<file path="config.mk">
export PLATFORM = sky130hd
export DESIGN_NAME = brb_outq
export DESIGN_NICKNAME = d
export VERILOG_FILES = /design/src/brb_pkg.sv /design/src/brb_outq.sv
export SDC_FILE = /design/constraint.sdc
export NUM_CORES = 1
export LEC_CHECK = 0
export BUFFER_PORTS_ARGS = -buffer_cell sky130_fd_sc_hd__buf_2
export CAP_MARGIN = 25
export CORE_MARGIN = 5
export CORE_UTILIZATION = 45
export DETAILED_ROUTE_END_ITERATION = 10
export GPL_ROUTABILITY_DRIVEN = 0
export HOLD_SLACK_MARGIN = 0.02
export PLACE_DENSITY_LB_ADDON = 0.25
export SYNTH_ARGS = -nofsm -noshare
export SYNTH_HDL_FRONTEND = slang
export SYNTH_SLANG_ARGS = --single-unit
</file>
<file path="constraint.sdc">
create_clock -name clk_i -period 5.67 [get_ports clk_i]
set_input_delay 0.567 -clock clk_i [delete_from_list [all_inputs] [get_ports clk_i]]
set_output_delay 0.567 -clock clk_i [all_outputs]
set_load 0.01 [all_outputs]
</file>
<file path="src/brb_pkg.sv">
// shared types, constants and codes for the byte ring buffer
`default_nettype none
package brb_pkg;

  localparam int Depth    = 4096;
  localparam int MaxBlock = 64;
  localparam int AddrW    = $clog2(Depth);
  localparam int CntW     = AddrW + 1;
  localparam int LenW     = 7;
  localparam int FillW    = 13;
  localparam int DataW    = 8;

  localparam logic [1:0] MODE_WRITE = 2'd0;
  localparam logic [1:0] MODE_DEQ   = 2'd1;
  localparam logic [1:0] MODE_PEEK  = 2'd2;
  localparam logic [1:0] MODE_CLEAR = 2'd3;

  localparam logic [1:0] ST_OK  = 2'd0;
  localparam logic [1:0] ST_REJ = 2'd1;
  localparam logic [1:0] ST_CLR = 2'd2;

  typedef struct packed {
    logic [1:0]      mode;
    logic [DataW-1:0] write_data;
    logic [LenW-1:0] block_length;
    logic            block_first;
  } brb_in_t;

  typedef struct packed {
    logic [DataW-1:0] read_data;
    logic [1:0]       status;
    logic [LenW-1:0]  byte_count;
    logic             last;
    logic [FillW-1:0] fill_level;
  } brb_out_t;

  // result queue status seen by the core
  typedef struct packed {
    logic [1:0] level;
    logic       pop;
  } brb_oq_stat_t;

endpackage
`default_nettype wire

</file>
<file path="src/brb_outq.sv">
// two-entry result queue between the core and the output channel
`default_nettype none
module brb_outq
  import brb_pkg::*;
(
  input  wire logic         clk_i,
  input  wire logic         rst_ni,
  input  wire logic         push_i,
  input  wire brb_out_t     push_data_i,
  output brb_oq_stat_t      stat_o,
  output logic              out_valid_o,
  input  wire logic         out_stall_i,
  output brb_out_t          out_data_o
);

  brb_out_t   ent_q [2];
  logic       head_q, head_d;
  logic [1:0] count_q, count_d;
  logic       pop;
  logic       wr_idx;

  assign out_valid_o = (count_q != 2'd0);
  assign pop         = out_valid_o && !out_stall_i;
  assign out_data_o  = ent_q[head_q];
  assign wr_idx      = head_q ^ count_q[0];
  assign stat_o.level = count_q;
  assign stat_o.pop   = pop;

  always_comb begin
    head_d  = head_q ^ pop;
    count_d = count_q + {1'b0, push_i} - {1'b0, pop};
  end

  always_ff @(posedge clk_i or negedge rst_ni) begin
    if (!rst_ni) begin
      head_q  <= 1'b0;
      count_q <= 2'd0;
    end else begin
      head_q  <= head_d;
      count_q <= count_d;
    end
  end

  always_ff @(posedge clk_i) begin
    if (push_i) begin
      ent_q[wr_idx] <= push_data_i;
    end
  end

endmodule
`default_nettype wire

</file>
**Yosys cells after proc, flatten, opt, wreduce, memory -nomap -nowiden**

Memory sizes are Yosys's and may differ from the RTL's.
Cells that the tools add are included.
W data, S select, Z words.

- Logic and storage cells: 12
- Output and inout port bits: 35
- Memories: 1
- Register bits: 3
- Memory bits (writable): 62

- Multiplexer cells: 2
- $add $sub $neg: 2
- Bitwise operators: 2
- Reductions and logical operators: 3

Memory list:

| memory | words | bits a word | rd ports | clocked after Yosys merged registers in | wr ports | RTL line | source |
|---|---|---|---|---|---|---|---|
| ent_q | 2 | 31 | 1 | 0 | 1 | brb_outq.sv:16 | `brb_out_t ent_q [2];` |

Operators by type and width:

| cell | number |
|---|---|
| $add A2 B1 Y2 | 1 |
| $mux W1 | 2 |
| $reduce_bool A2 Y1 | 1 |
| $sub A2 B1 Y2 | 1 |
| $xor A1 B1 Y1 | 2 |
| $logic_and A1 B1 Y1 | 1 |
| $logic_not A1 Y1 | 1 |

**Depth between registers and ports, before layout**

Gate-level depths: netlist of the first run.

- Word-level depth: 3
- Depth in mapped cells: 7

**Worst setup path after synthesis of the first run**

Ideal clock, no wire load.

- Path type: flip-flop to flip-flop
- Start: register head_q
- End: memory ent_q[1][0] in the netlist's numbering (enable)
- Path buffers: 1
- Setup time: 0.423 ns
- Slack: 3.205 ns
- Period minus slack after synthesis: 2.465 ns
- Stages on the path, launching flop included: 4
- Arrival time: 2.042 ns
- Cells stage by stage: dfrtp_1 > buf_6 > xnor2_1 > nor2b_1

- Word-level cells in the longest chain between the ends: 1

Ends and longest elaborated chain:

| item | RTL line | source |
|---|---|---|
| start, declared | brb_outq.sv:17 | `logic head_q, head_d;` |
| start signal, assigned | brb_outq.sv:36 | `head_q <= 1'b0;` |
| start signal, assigned | brb_outq.sv:39 | `head_q <= head_d;` |
| $xor A1 B1 Y1 | brb_outq.sv:25 | `assign wr_idx = head_q ^ count_q[0];` |
| end, declared | brb_outq.sv:16 |  |

No other way between the ends.

**Final worst setup path of the first run**

- Start: register head_q
- End: memory ent_q[0][16] in the netlist's numbering (enable)

Same word-level chain as after synthesis.

==> results of run 1 <==
-- worst paths after layout --
| check | to | slack, ps | start | cells after the start |
|---|---|---|---|---|
| setup / recovery | ent_q[0][16] | 3100 | head_q | 3 |
| hold / removal | ent_q[0][3] | 430 | push_data_i[3] | 1 |
| setup reg to reg | ent_q[0][16] | 3100 | head_q | 3 |
| hold reg to reg | count_q[1] | 670 | count_q[1] | 2 |
| max in group asynchronous | head_q | 4980 | rst_ni | 2 |
| min in group asynchronous | count_q[0] | 570 | rst_ni | 2 |
-- per-layer routing --
layer	vias to the layer above	wire (µm)	track usage (%)
met5	-	0	0
met4	0	93	7.34
met3	11	378	4.51
met2	57	1980	19.3
met1	607	1780	14.5
li1	591	-	-
-- layout make-up --
cell class,count,area [µm²]
clock buffer,16,170
fill,452,2420
inverter,3,11.3
multi-input combinational,41,552
sequential,65,1940
tap,72,90.1
timing repair buffer,71,363
-- flip-flops by register name, indices dropped and copies added (netlist names) --
name	count
ent_q	62
count_q	2
head_q	1
-- critical path, cell delays in order, from the launching register on --
cell and delay [ps]:
sky130_fd_sc_hd__dfrtp_2 1030, sky130_fd_sc_hd__xnor2_1 270, sky130_fd_sc_hd__and2_1 560, sky130_fd_sc_hd__buf_4 380
-- kinds of logic (layout without fill, tap and decap cells) --
| group | after synthesis | count (layout) | share of synthesized area (%) |
|---|---|---|---|
| XOR/XNOR | 4 | 4 | 1.36 |
| adder cells (fa/ha/maj) | 2 | 2 | 0.973 |
| multiplexers | 31 | 31 | 17.8 |
| AND/OR/NAND/NOR | 3 | 3 | 0.730 |
| flip-flops | 65 | 65 | 75.3 |
| AO/OA/AOI/OAI | 1 | 1 | 0.292 |
| buffers and inverters | 8 | 90 | 3.50 |
-- power by group through the flow --
stage	Combinational [mW]	Sequential (mW)	Clock (mW)
after CTS	0.619	0.839	0.345
after floorplan	0.505	0.779	0
after global routing	0.653	0.855	0.364
final	0.604	0.833	0.331
after global placement	0.603	0.835	0
after detailed placement	0.616	0.848	0
-- cell usage in the layout (no fill, tap or decap), types with 2 or more instances in the layout --
cell type                   n
sky130_fd_sc_hd__buf_2     69
sky130_fd_sc_hd__ha_1       2
sky130_fd_sc_hd__mux2_2     2
sky130_fd_sc_hd__clkbuf_1   5
sky130_fd_sc_hd__clkbuf_8  11
sky130_fd_sc_hd__inv_1      3
sky130_fd_sc_hd__edfxtp_1  62
sky130_fd_sc_hd__mux2_4    29
sky130_fd_sc_hd__xnor2_1    4
sky130_fd_sc_hd__dfrtp_1    2
-- per-stage QoR --
step / area [µm²] / cells / util (%) / setup slack (ps)
floorplan: 2570 / 114 / - / 3210
global placement: 2940 / 251 / 53.1 / 3140
detailed placement: 2940 / 251 / 53.1 / 3020
CTS: 3120 / 268 / 56.4 / 3020
global route: 3120 / 268 / 56.4 / 2900
finish: 3120 / 268 / 56.4 / 3100
==> flow_results.xml, run 1 <==
<?xml version="1.0" encoding="UTF-8"?>
<metrics>
  <group name="detailed_routing">
    <metric name="vias" unit="">1266</metric>
    <metric name="drtPass1Iterations" unit="">4</metric>
    <metric name="drt-total-wl" unit="µm">4240</metric>
    <metric name="drt-initial-drc-count" unit="">54</metric>
    <metric name="routedWlPerCell" unit="µm">15.8</metric>
    <metric name="remaining_antenna_violation_count" unit="">0</metric>
    <metric name="post_detailed_route_via_to_cell_ratio" unit="">4.72</metric>
    <metric name="detail_route.drc_violations" unit="">0</metric>
  </group>
  <group name="power">
    <metric name="switchingPower" unit="µW">526</metric>
    <metric name="share_clk_of_total_power" unit="%">18.7</metric>
    <metric name="power-per-cell-area" unit="nW/µm²">566</metric>
    <metric name="power_leakage" unit="nW">1.28</metric>
    <metric name="irDropWorstVdd" unit="V">0.000328</metric>
    <metric name="swShare" unit="%">29.8</metric>
    <metric name="power.combinational.fraction" unit="%">34.2</metric>
    <metric name="cell_internal_power" unit="mW">1.24</metric>
    <metric name="share_seq_of_total_power" unit="%">47.1</metric>
    <metric name="totalPowerFinal" unit="mW">1.77</metric>
  </group>
  <group name="timing">
    <metric name="timing.final.crit_period" unit="ps">2570</metric>
    <metric name="fin_crit_sh" unit="%">45.2</metric>
    <metric name="fmax" unit="GHz">0.390</metric>
    <metric name="skew" unit="ps">4.58</metric>
    <metric name="unrepaired_setup_endpoints_after_global_routing" unit="">no</metric>
    <metric name="count_of_final_setup_violators" unit="">0</metric>
    <metric name="final_hold_viol_count" unit="">0</metric>
    <metric name="tightest_pin_transition" unit="ps">1000</metric>
    <metric name="timing.final.max_slew_violations" unit="">0</metric>
    <metric name="whs" unit="ps">434</metric>
    <metric name="slew_headroom" unit="%">33.4</metric>
    <metric name="final.setup.tns" unit="ps">0</metric>
  </group>
  <group name="final_layout">
    <metric name="final_nets" unit="">228</metric>
    <metric name="layout-drive-gt1-share" unit="%">58.7</metric>
    <metric name="synthToLayoutAreaGrowth" unit="%">21.5</metric>
    <metric name="diodes" unit="">0</metric>
  </group>
  <group name="synthesis">
    <metric name="synth_sequential_area_ratio" unit="%">75.3</metric>
    <metric name="ys.warnings.count" unit="">0</metric>
    <metric name="synth_top_cells_by_area" unit="">sky130_fd_sc_hd__edfxtp_1, sky130_fd_sc_hd__mux2_4, sky130_fd_sc_hd__dfrtp_1, sky130_fd_sc_hd__buf_12, sky130_fd_sc_hd__xnor2_1</metric>
    <metric name="top_reg_cell_synth" unit="">sky130_fd_sc_hd__edfxtp_1</metric>
    <metric name="yosysUniqueCellTypes" unit="">14</metric>
    <metric name="synthMostInstantiatedCell" unit="">sky130_fd_sc_hd__edfxtp_1</metric>
    <metric name="post_synth.cell_area_avg" unit="µm²">22.6</metric>
    <metric name="post-synth-top-area-cell" unit="">sky130_fd_sc_hd__edfxtp_1</metric>
    <metric name="postSynthRegisterBits" unit="">65</metric>
    <metric name="synthTopCellsByCount" unit="">sky130_fd_sc_hd__edfxtp_1, sky130_fd_sc_hd__mux2_4, sky130_fd_sc_hd__xnor2_1</metric>
    <metric name="synth_enable_flop_cells" unit="">62</metric>
    <metric name="synthCells" unit="">114</metric>
    <metric name="syn_area" unit="µm²">2570</metric>
    <metric name="synth_async_sr_flop_share" unit="%">4.62</metric>
    <metric name="synthDominantCellAreaShare" unit="%">72.4</metric>
    <metric name="syn-num-nets" unit="">151</metric>
  </group>
  <group name="setup_path">
    <metric name="worst_setup_path_type" unit="">flip-flop to flip-flop</metric>
    <metric name="crit_required" unit="ps">5670</metric>
    <metric name="crit_path_max_fanout" unit="">33</metric>
    <metric name="startpoint_type" unit="">flip-flop</metric>
    <metric name="cp_data_arrival_time" unit="ps">2560</metric>
    <metric name="worst_setup_path_end_kind" unit="">flip-flop</metric>
  </group>
  <group name="clocking">
    <metric name="cts_tree" unit="">done</metric>
    <metric name="worstSkewPairLatency" unit="ps">320</metric>
    <metric name="cts.repair.resized" unit="">0</metric>
    <metric name="tritoncts_num_sinks" unit="">65</metric>
    <metric name="clock_path_buffers" unit="">2</metric>
    <metric name="cts.clk_slew.worst_paths" unit="ps">60</metric>
    <metric name="tritoncts.num_buffers" unit="">9</metric>
    <metric name="cts_max_level" unit="">3</metric>
    <metric name="hold_buffers" unit="">1</metric>
    <metric name="ctsRootBufferMaster" unit="">sky130_fd_sc_hd__clkbuf_8</metric>
    <metric name="cts_setup_buffers" unit="">0</metric>
  </group>
  <group name="floorplan">
    <metric name="starting_density_of_the_core" unit="%">46.4</metric>
    <metric name="die-area" unit="µm²">7330</metric>
    <metric name="std_cell_rows" unit="">27</metric>
    <metric name="core-area" unit="µm²">5540</metric>
    <metric name="dieHeight" unit="µm">85.6</metric>
    <metric name="io-pin-count" unit="">70</metric>
    <metric name="die_w" unit="µm">85.6</metric>
  </group>
  <group name="global_routing">
    <metric name="grt_overflow_total" unit="">0</metric>
    <metric name="grt_pass1_vias" unit="">1424</metric>
    <metric name="grt_antenna_before_repair" unit="">0</metric>
    <metric name="groute.usage.overall" unit="%">12.3</metric>
    <metric name="maximum_number_of_pins_on_one_net_before_global_route_repair" unit="">34</metric>
    <metric name="grt_first_pass_wirelength" unit="µm">6740</metric>
  </group>
  <group name="placed_design">
    <metric name="hpwl" unit="µm">2940</metric>
    <metric name="place.port_buffers" unit="">69</metric>
  </group>
  <group name="job">
    <metric name="drv.max_cap_violation_count" unit="">0</metric>
  </group>
  <group name="worst_hold_path">
    <metric name="min-delay-path-class" unit="">input pin to flip-flop</metric>
  </group>
  <group name="outcome">
    <metric name="run_status" unit="">completed</metric>
  </group>
</metrics>
No activity file was read; power rests on OpenSTA's default activity.
==> run 2, diff against run 1 <==
Clock period 5.67 ns to 2.4 ns, I/O delays scaled along.
==> run 2 against run 1 <==
Effect of this change:
- die area unchanged
- routed wire length fell by 1.4%
- critical endpoint is now out_data_o[0]
- first-iteration DRC count grew 35%
- core utilization up 1.3 points
- sequential cell count unchanged
==> flow_results.xml, run 2 (synthesized netlist as in run 1, its figures left out) <==
<?xml version="1.0" encoding="UTF-8"?>
<metrics>
  <group name="clocking">
    <metric name="cts_max_level" unit="">3</metric>
    <metric name="cts_setup_buffers" unit="">0</metric>
    <metric name="cts.clk_slew.worst_paths" unit="ps">60</metric>
    <metric name="cts_tree" unit="">done</metric>
    <metric name="worstSkewPairLatency" unit="ps">330</metric>
    <metric name="clock_path_buffers" unit="">2</metric>
    <metric name="ctsRootBufferMaster" unit="">sky130_fd_sc_hd__clkbuf_8</metric>
    <metric name="tritoncts_num_sinks" unit="">65</metric>
    <metric name="tritoncts.num_buffers" unit="">9</metric>
  </group>
  <group name="timing">
    <metric name="fmax" unit="GHz">0.471</metric>
    <metric name="fin_crit_sh" unit="%">88.5</metric>
    <metric name="skew" unit="ps">4.29</metric>
    <metric name="timing.final.max_slew_violations" unit="">0</metric>
    <metric name="count_of_final_setup_violators" unit="">0</metric>
    <metric name="final.setup.tns" unit="ps">0</metric>
    <metric name="unrepaired_setup_endpoints_after_global_routing" unit="">no</metric>
    <metric name="tightest_pin_transition" unit="ps">440</metric>
    <metric name="timing.final.crit_period" unit="ps">2120</metric>
    <metric name="final_hold_viol_count" unit="">0</metric>
    <metric name="layout_setup_ws" unit="ps">275</metric>
    <metric name="slew_headroom" unit="%">70.6</metric>
  </group>
  <group name="power">
    <metric name="power_leakage" unit="nW">1.32</metric>
    <metric name="share_clk_of_total_power" unit="%">21.5</metric>
    <metric name="switchingPower" unit="mW">1.28</metric>
    <metric name="share_seq_of_total_power" unit="%">42.7</metric>
    <metric name="swShare" unit="%">29.1</metric>
    <metric name="power-per-cell-area" unit="nW/µm²">1370</metric>
    <metric name="irDropWorstVdd" unit="V">0.000815</metric>
    <metric name="cell_internal_power" unit="mW">3.11</metric>
    <metric name="totalPowerFinal" unit="mW">4.39</metric>
    <metric name="power.combinational.fraction" unit="%">35.7</metric>
  </group>
  <group name="setup_path">
    <metric name="critical_path.top_delay_family" unit="">flip-flops</metric>
    <metric name="critPathMaxStageDelay" unit="ps">590</metric>
    <metric name="timing.reg2reg.setup_slack" unit="ps">710</metric>
    <metric name="worst_path_cell_chain" unit="">buf_4 -&gt; mux2_2 -&gt; buf_2</metric>
    <metric name="worstPathBufferInverterCount" unit="">2</metric>
    <metric name="startpoint_type" unit="">flip-flop</metric>
    <metric name="cp_slowest_cell" unit="">sky130_fd_sc_hd__dfrtp_2</metric>
    <metric name="crit_path_max_fanout" unit="">22</metric>
    <metric name="cp_data_arrival_time" unit="ps">1880</metric>
    <metric name="worst_setup_path_end_kind" unit="">output pin</metric>
    <metric name="crit_required" unit="ps">2160</metric>
    <metric name="worst_setup_path_type" unit="">flip-flop to output pin</metric>
  </group>
  <group name="floorplan">
    <metric name="dieHeight" unit="µm">85.6</metric>
    <metric name="core-area" unit="µm²">5540</metric>
    <metric name="die-area" unit="µm²">7330</metric>
    <metric name="die_w" unit="µm">85.6</metric>
    <metric name="io-pin-count" unit="">70</metric>
    <metric name="std_cell_rows" unit="">27</metric>
    <metric name="starting_density_of_the_core" unit="%">46.4</metric>
  </group>
  <group name="detailed_routing">
    <metric name="detail_route.drc_violations" unit="">0</metric>
    <metric name="post_detailed_route_via_to_cell_ratio" unit="">4.62</metric>
    <metric name="vias" unit="">1251</metric>
    <metric name="drt-initial-drc-count" unit="">73</metric>
    <metric name="remaining_antenna_violation_count" unit="">0</metric>
    <metric name="drt-total-wl" unit="µm">4180</metric>
    <metric name="drtPass1Iterations" unit="">2</metric>
    <metric name="routedWlPerCell" unit="µm">15.4</metric>
  </group>
  <group name="final_layout">
    <metric name="diodes" unit="">0</metric>
    <metric name="largest_register_ffs" unit="">62</metric>
    <metric name="utilization" unit="%">57.7</metric>
    <metric name="final_nets" unit="">231</metric>
    <metric name="fillCellCount" unit="">453</metric>
    <metric name="largest_register" unit="">ent_q</metric>
    <metric name="layout-drive-gt1-share" unit="%">60.8</metric>
    <metric name="reg_top3" unit="">ent_q x62, count_q x2, head_q x1</metric>
    <metric name="synthToLayoutAreaGrowth" unit="%">24.4</metric>
    <metric name="commonest_cells_after_routing_fill_and_taps_aside" unit="">sky130_fd_sc_hd__buf_2, sky130_fd_sc_hd__edfxtp_1, sky130_fd_sc_hd__mux2_4</metric>
    <metric name="final_design_area_no_fill" unit="µm²">3200</metric>
    <metric name="layout.cells.most_common" unit="">sky130_fd_sc_hd__buf_2</metric>
  </group>
  <group name="global_routing">
    <metric name="grt_overflow_total" unit="">0</metric>
    <metric name="grt_antenna_before_repair" unit="">0</metric>
    <metric name="grt_first_pass_wirelength" unit="µm">6490</metric>
    <metric name="groute.usage.overall" unit="%">12.1</metric>
    <metric name="maximum_number_of_pins_on_one_net_before_global_route_repair" unit="">23</metric>
    <metric name="grt_pass1_vias" unit="">1369</metric>
  </group>
  <group name="placed_design">
    <metric name="dp_worst_setup_slack" unit="ps">608</metric>
    <metric name="hpwl" unit="µm">2990</metric>
    <metric name="place.port_buffers" unit="">69</metric>
    <metric name="placedInstanceArea" unit="µm²">2980</metric>
  </group>
  <group name="worst_hold_path">
    <metric name="min-delay-path-class" unit="">input pin to flip-flop</metric>
  </group>
  <group name="outcome">
    <metric name="run_status" unit="">completed</metric>
  </group>
  <group name="job">
    <metric name="drv.max_cap_violation_count" unit="">0</metric>
  </group>
</metrics>
-- run 2: changes by cell type in the layout (fill, tap and decap cells not counted), sizes merged --
cell / change
bufinv: +2
buf: +3
clkbuf: -7
clkinv: +4
clkinvlp: +1
-- run 2: metal layers --
metal / global-route usage (%) / share of wire, % / routed length [µm] / up-vias
li1: - / - / - / 599
met1: 13.4 / 41 / 1720 / 596
met2: 19.6 / 49 / 2070 / 49
met3: 4.71 / 7.7 / 321 / 7
met4: 7.77 / 1.7 / 71 / 0
met5: 0 / 0 / 0 / -
-- run 2: final timing paths --
path                           startpoint            end  cells after the start
setup / recovery                   head_q  out_data_o[0]                      3
hold / removal             push_data_i[9]    ent_q[0][9]                      1
setup reg to reg                   head_q   ent_q[1][27]                      3
hold reg to reg                count_q[1]     count_q[1]                      2
max in group asynchronous          rst_ni         head_q                      2
min in group asynchronous          rst_ni     count_q[0]                      2
-- run 2: cell type report --
| type | instances | area, µm² | share of cell area (%) |
|---|---|---|---|
| Clock inverter | 7 | 85.1 | 2.66 |
| Sequential cell | 65 | 1940 | 60.6 |
| Timing Repair Buffer | 74 | 398 | 12.4 |
| Tap cell | 72 | 90.1 | 2.82 |
| Inverter | 3 | 11.3 | 0.352 |
| Multi-Input combinational cell | 41 | 552 | 17.3 |
| Clock buffer | 9 | 124 | 3.87 |
-- run 2: power groups by stage --
stage / Sequential, mW / Combinational, mW / Clock (mW)
6_report: 1.87 / 1.57 / 0.945
3_5_place_dp: 1.90 / 1.60 / 0
5_1_grt: 1.91 / 1.69 / 1.04
3_3_place_gp: 1.87 / 1.58 / 0
2_1_floorplan: 1.84 / 1.20 / 0
4_1_cts: 1.88 / 1.61 / 0.985
-- run 2: worst reg2reg max path, delay by kind of cell (launching register included) --
family / cells / cell delay, ps
flip-flops: 1 / 540
XOR/XNOR: 1 / 220
buffers and inverters: 1 / 230
AND/OR/NAND/NOR: 1 / 410
-- run 2: timing repair --
| action | in CTS | in global routing |
|---|---|---|
| endpoints found under the hold margin | 3 | 0 |
| hold buffers | 1 | 0 |
| resized for setup | 0 | 0 |
-- run 2: stage by stage --
stage               std cells  hold slack [ps]
CTS                       271             73.4
detailed placement        254             42.7
global placement          254             41.3
finish                    271             98.2
global route              271             66.2
floorplan                 114            -55.6
==> run 3, diff against run 2 <==
Settings changed: MAX_ROUTING_LAYER set to met4.
==> run 3 against run 2 <==
Effect of this change:
- fmax about the same
- non-clock buffer count unchanged
- cell count stayed put
- sequential share of layout area stayed put
- critical path depth stayed put
- core utilization unchanged
- clock power barely moved
- via count rose by 0.88%
- critical endpoint unchanged
- largest power group unchanged
==> flow_results.xml, run 3 (synthesized netlist as in run 1, its figures left out) <==
<?xml version="1.0" encoding="UTF-8"?>
<metrics>
  <group name="setup_path">
    <metric name="rr_endpoint" unit="">ent_q[1][27]</metric>
    <metric name="crit_path_max_fanout" unit="">22</metric>
    <metric name="cp_data_arrival_time" unit="ps">1880</metric>
    <metric name="rr_startpoint" unit="">head_q</metric>
    <metric name="worst_setup_path_type" unit="">flip-flop to output pin</metric>
    <metric name="path_depth_of_the_worst_reg2reg_path" unit="">3</metric>
    <metric name="timing.reg2reg.setup_slack" unit="ps">710</metric>
    <metric name="startpoint_type" unit="">flip-flop</metric>
    <metric name="crit_required" unit="ps">2160</metric>
    <metric name="worst_setup_path_end_kind" unit="">output pin</metric>
  </group>
  <group name="final_layout">
    <metric name="diodes" unit="">0</metric>
    <metric name="synthToLayoutAreaGrowth" unit="%">24.4</metric>
    <metric name="largest_register_ffs" unit="">62</metric>
    <metric name="commonest_cells_after_routing_fill_and_taps_aside" unit="">sky130_fd_sc_hd__buf_2, sky130_fd_sc_hd__edfxtp_1, sky130_fd_sc_hd__mux2_4</metric>
    <metric name="final_nets" unit="">231</metric>
    <metric name="non_filler_cells_in_the_finished_layout" unit="">271</metric>
    <metric name="layout-drive-gt1-share" unit="%">60.8</metric>
    <metric name="layout.cells.most_common" unit="">sky130_fd_sc_hd__buf_2</metric>
    <metric name="largest_register" unit="">ent_q</metric>
    <metric name="reg_top3" unit="">ent_q x62, count_q x2, head_q x1</metric>
    <metric name="fillCellCount" unit="">453</metric>
  </group>
  <group name="floorplan">
    <metric name="io-pin-count" unit="">70</metric>
    <metric name="starting_density_of_the_core" unit="%">46.4</metric>
    <metric name="die_w" unit="µm">85.6</metric>
    <metric name="std_cell_rows" unit="">27</metric>
    <metric name="core-area" unit="µm²">5540</metric>
    <metric name="dieHeight" unit="µm">85.6</metric>
    <metric name="die-area" unit="µm²">7330</metric>
  </group>
  <group name="power">
    <metric name="totalPowerFinal" unit="mW">4.39</metric>
    <metric name="share_clk_of_total_power" unit="%">21.5</metric>
    <metric name="share_seq_of_total_power" unit="%">42.7</metric>
    <metric name="power.combinational.fraction" unit="%">35.7</metric>
    <metric name="irDropWorstVdd" unit="V">0.000816</metric>
    <metric name="power-per-cell-area" unit="nW/µm²">1370</metric>
    <metric name="cell_internal_power" unit="mW">3.11</metric>
    <metric name="power_leakage" unit="nW">1.32</metric>
    <metric name="switchingPower" unit="mW">1.28</metric>
    <metric name="swShare" unit="%">29.1</metric>
  </group>
  <group name="global_routing">
    <metric name="grt_antenna_before_repair" unit="">0</metric>
    <metric name="grt_first_pass_wirelength" unit="µm">6470</metric>
    <metric name="grt_pass1_vias" unit="">1383</metric>
    <metric name="grt_overflow_total" unit="">0</metric>
    <metric name="maximum_number_of_pins_on_one_net_before_global_route_repair" unit="">23</metric>
    <metric name="groute.usage.overall" unit="%">12.4</metric>
  </group>
  <group name="clocking">
    <metric name="cts_tree" unit="">done</metric>
    <metric name="cts_max_level" unit="">3</metric>
    <metric name="ctsRootBufferMaster" unit="">sky130_fd_sc_hd__clkbuf_8</metric>
    <metric name="clock_path_buffers" unit="">2</metric>
    <metric name="tritoncts_num_sinks" unit="">65</metric>
    <metric name="tritoncts.num_buffers" unit="">9</metric>
    <metric name="worstSkewPairLatency" unit="ps">330</metric>
    <metric name="cts.repair.resized" unit="">0</metric>
    <metric name="cts.clk_slew.worst_paths" unit="ps">60</metric>
  </group>
  <group name="timing">
    <metric name="unrepaired_setup_endpoints_after_global_routing" unit="">no</metric>
    <metric name="fmax" unit="GHz">0.471</metric>
    <metric name="final.setup.tns" unit="ps">0</metric>
    <metric name="tightest_pin_transition" unit="ps">441</metric>
    <metric name="timing.final.crit_period" unit="ps">2120</metric>
    <metric name="layout_setup_ws" unit="ps">275</metric>
    <metric name="skew" unit="ps">4.53</metric>
    <metric name="timing.final.max_slew_violations" unit="">0</metric>
    <metric name="final_hold_viol_count" unit="">0</metric>
    <metric name="slew_headroom" unit="%">70.6</metric>
    <metric name="count_of_final_setup_violators" unit="">0</metric>
    <metric name="fin_crit_sh" unit="%">88.5</metric>
  </group>
  <group name="job">
    <metric name="drv.max_cap_violation_count" unit="">0</metric>
  </group>
  <group name="detailed_routing">
    <metric name="vias" unit="">1262</metric>
    <metric name="remaining_antenna_violation_count" unit="">0</metric>
    <metric name="drt-initial-drc-count" unit="">79</metric>
    <metric name="drtPass1Iterations" unit="">3</metric>
    <metric name="drt-total-wl" unit="µm">4160</metric>
    <metric name="post_detailed_route_via_to_cell_ratio" unit="">4.66</metric>
    <metric name="detail_route.drc_violations" unit="">0</metric>
    <metric name="routedWlPerCell" unit="µm">15.3</metric>
  </group>
  <group name="worst_hold_path">
    <metric name="holdCritStartpoint" unit="">push_data_i[9]</metric>
    <metric name="holdPathEnd" unit="">ent_q[0][9]</metric>
    <metric name="min-delay-path-class" unit="">input pin to flip-flop</metric>
    <metric name="worst_hold_path.num_cells" unit="">1</metric>
  </group>
  <group name="placed_design">
    <metric name="place_inst" unit="">254</metric>
    <metric name="dp_worst_setup_slack" unit="ps">608</metric>
    <metric name="hpwl" unit="µm">2990</metric>
    <metric name="place.port_buffers" unit="">69</metric>
  </group>
  <group name="outcome">
    <metric name="run_status" unit="">completed</metric>
  </group>
</metrics>
run 3: layout make-up:
cell class              instances  area (µm²)  share of cell area [%]
flip-flops and latches         65        1940                    60.6
clock buffers                   9         124                    3.87
clock inverters                 7        85.1                    2.66
multi-input cells              41         552                    17.3
inverters                       3        11.3                   0.352
well taps                      72        90.1                    2.82
repair buffers                 74         398                    12.4
run 3: worst max-delay path by stage:
| stage | cells after the start | to | from |
|---|---|---|---|
| after floorplan | 3 | ent_q[0][0] | head_q |
| after global placement | 3 | out_data_o[0] | head_q |
| after detailed placement | 3 | out_data_o[0] | head_q |
| after CTS | 3 | out_data_o[0] | head_q |
| after global routing | 3 | out_data_o[0] | head_q |
| final | 3 | out_data_o[0] | head_q |
run 3: per-stage QoR:
stage | cell area [µm²] | util, % | hold slack, ps
finish | 3200 | 57.7 | 98.7
global route | 3200 | 57.7 | 68.9
CTS | 3200 | 57.7 | 73.4
detailed placement | 2980 | 53.8 | 42.7
global placement | 2980 | 53.8 | 41.3
floorplan | 2570 | - | -55.6
run 3: repair_timing:
action	in CTS	in global routing
endpoints found under the hold margin	3	0
setup buffers	0	0
hold buffers	1	0
run 3: critical path, cell delays in order (launching register included):
cell and delay [ps]:
sky130_fd_sc_hd__dfrtp_2 590, sky130_fd_sc_hd__buf_4 440, sky130_fd_sc_hd__mux2_2 380, sky130_fd_sc_hd__buf_2 140
run 3: per-layer routing:
| layer | wire (µm) | global-route usage [%] | vias up |
|---|---|---|---|
| met2 | 2080 | 19.6 | 53 |
| met5 | 0 | - | - |
| li1 | - | - | 599 |
| met1 | 1700 | 13.4 | 604 |
| met4 | 65 | 7.77 | 0 |
| met3 | 311 | 4.32 | 6 |
run 3: power groups by stage:
stage	registers, mW	logic [mW]	clock network (mW)
3_3_place_gp	1.87	1.58	0
3_5_place_dp	1.90	1.60	0
5_1_grt	1.91	1.69	1.04
4_1_cts	1.88	1.61	0.985
2_1_floorplan	1.84	1.20	0
6_report	1.87	1.57	0.944
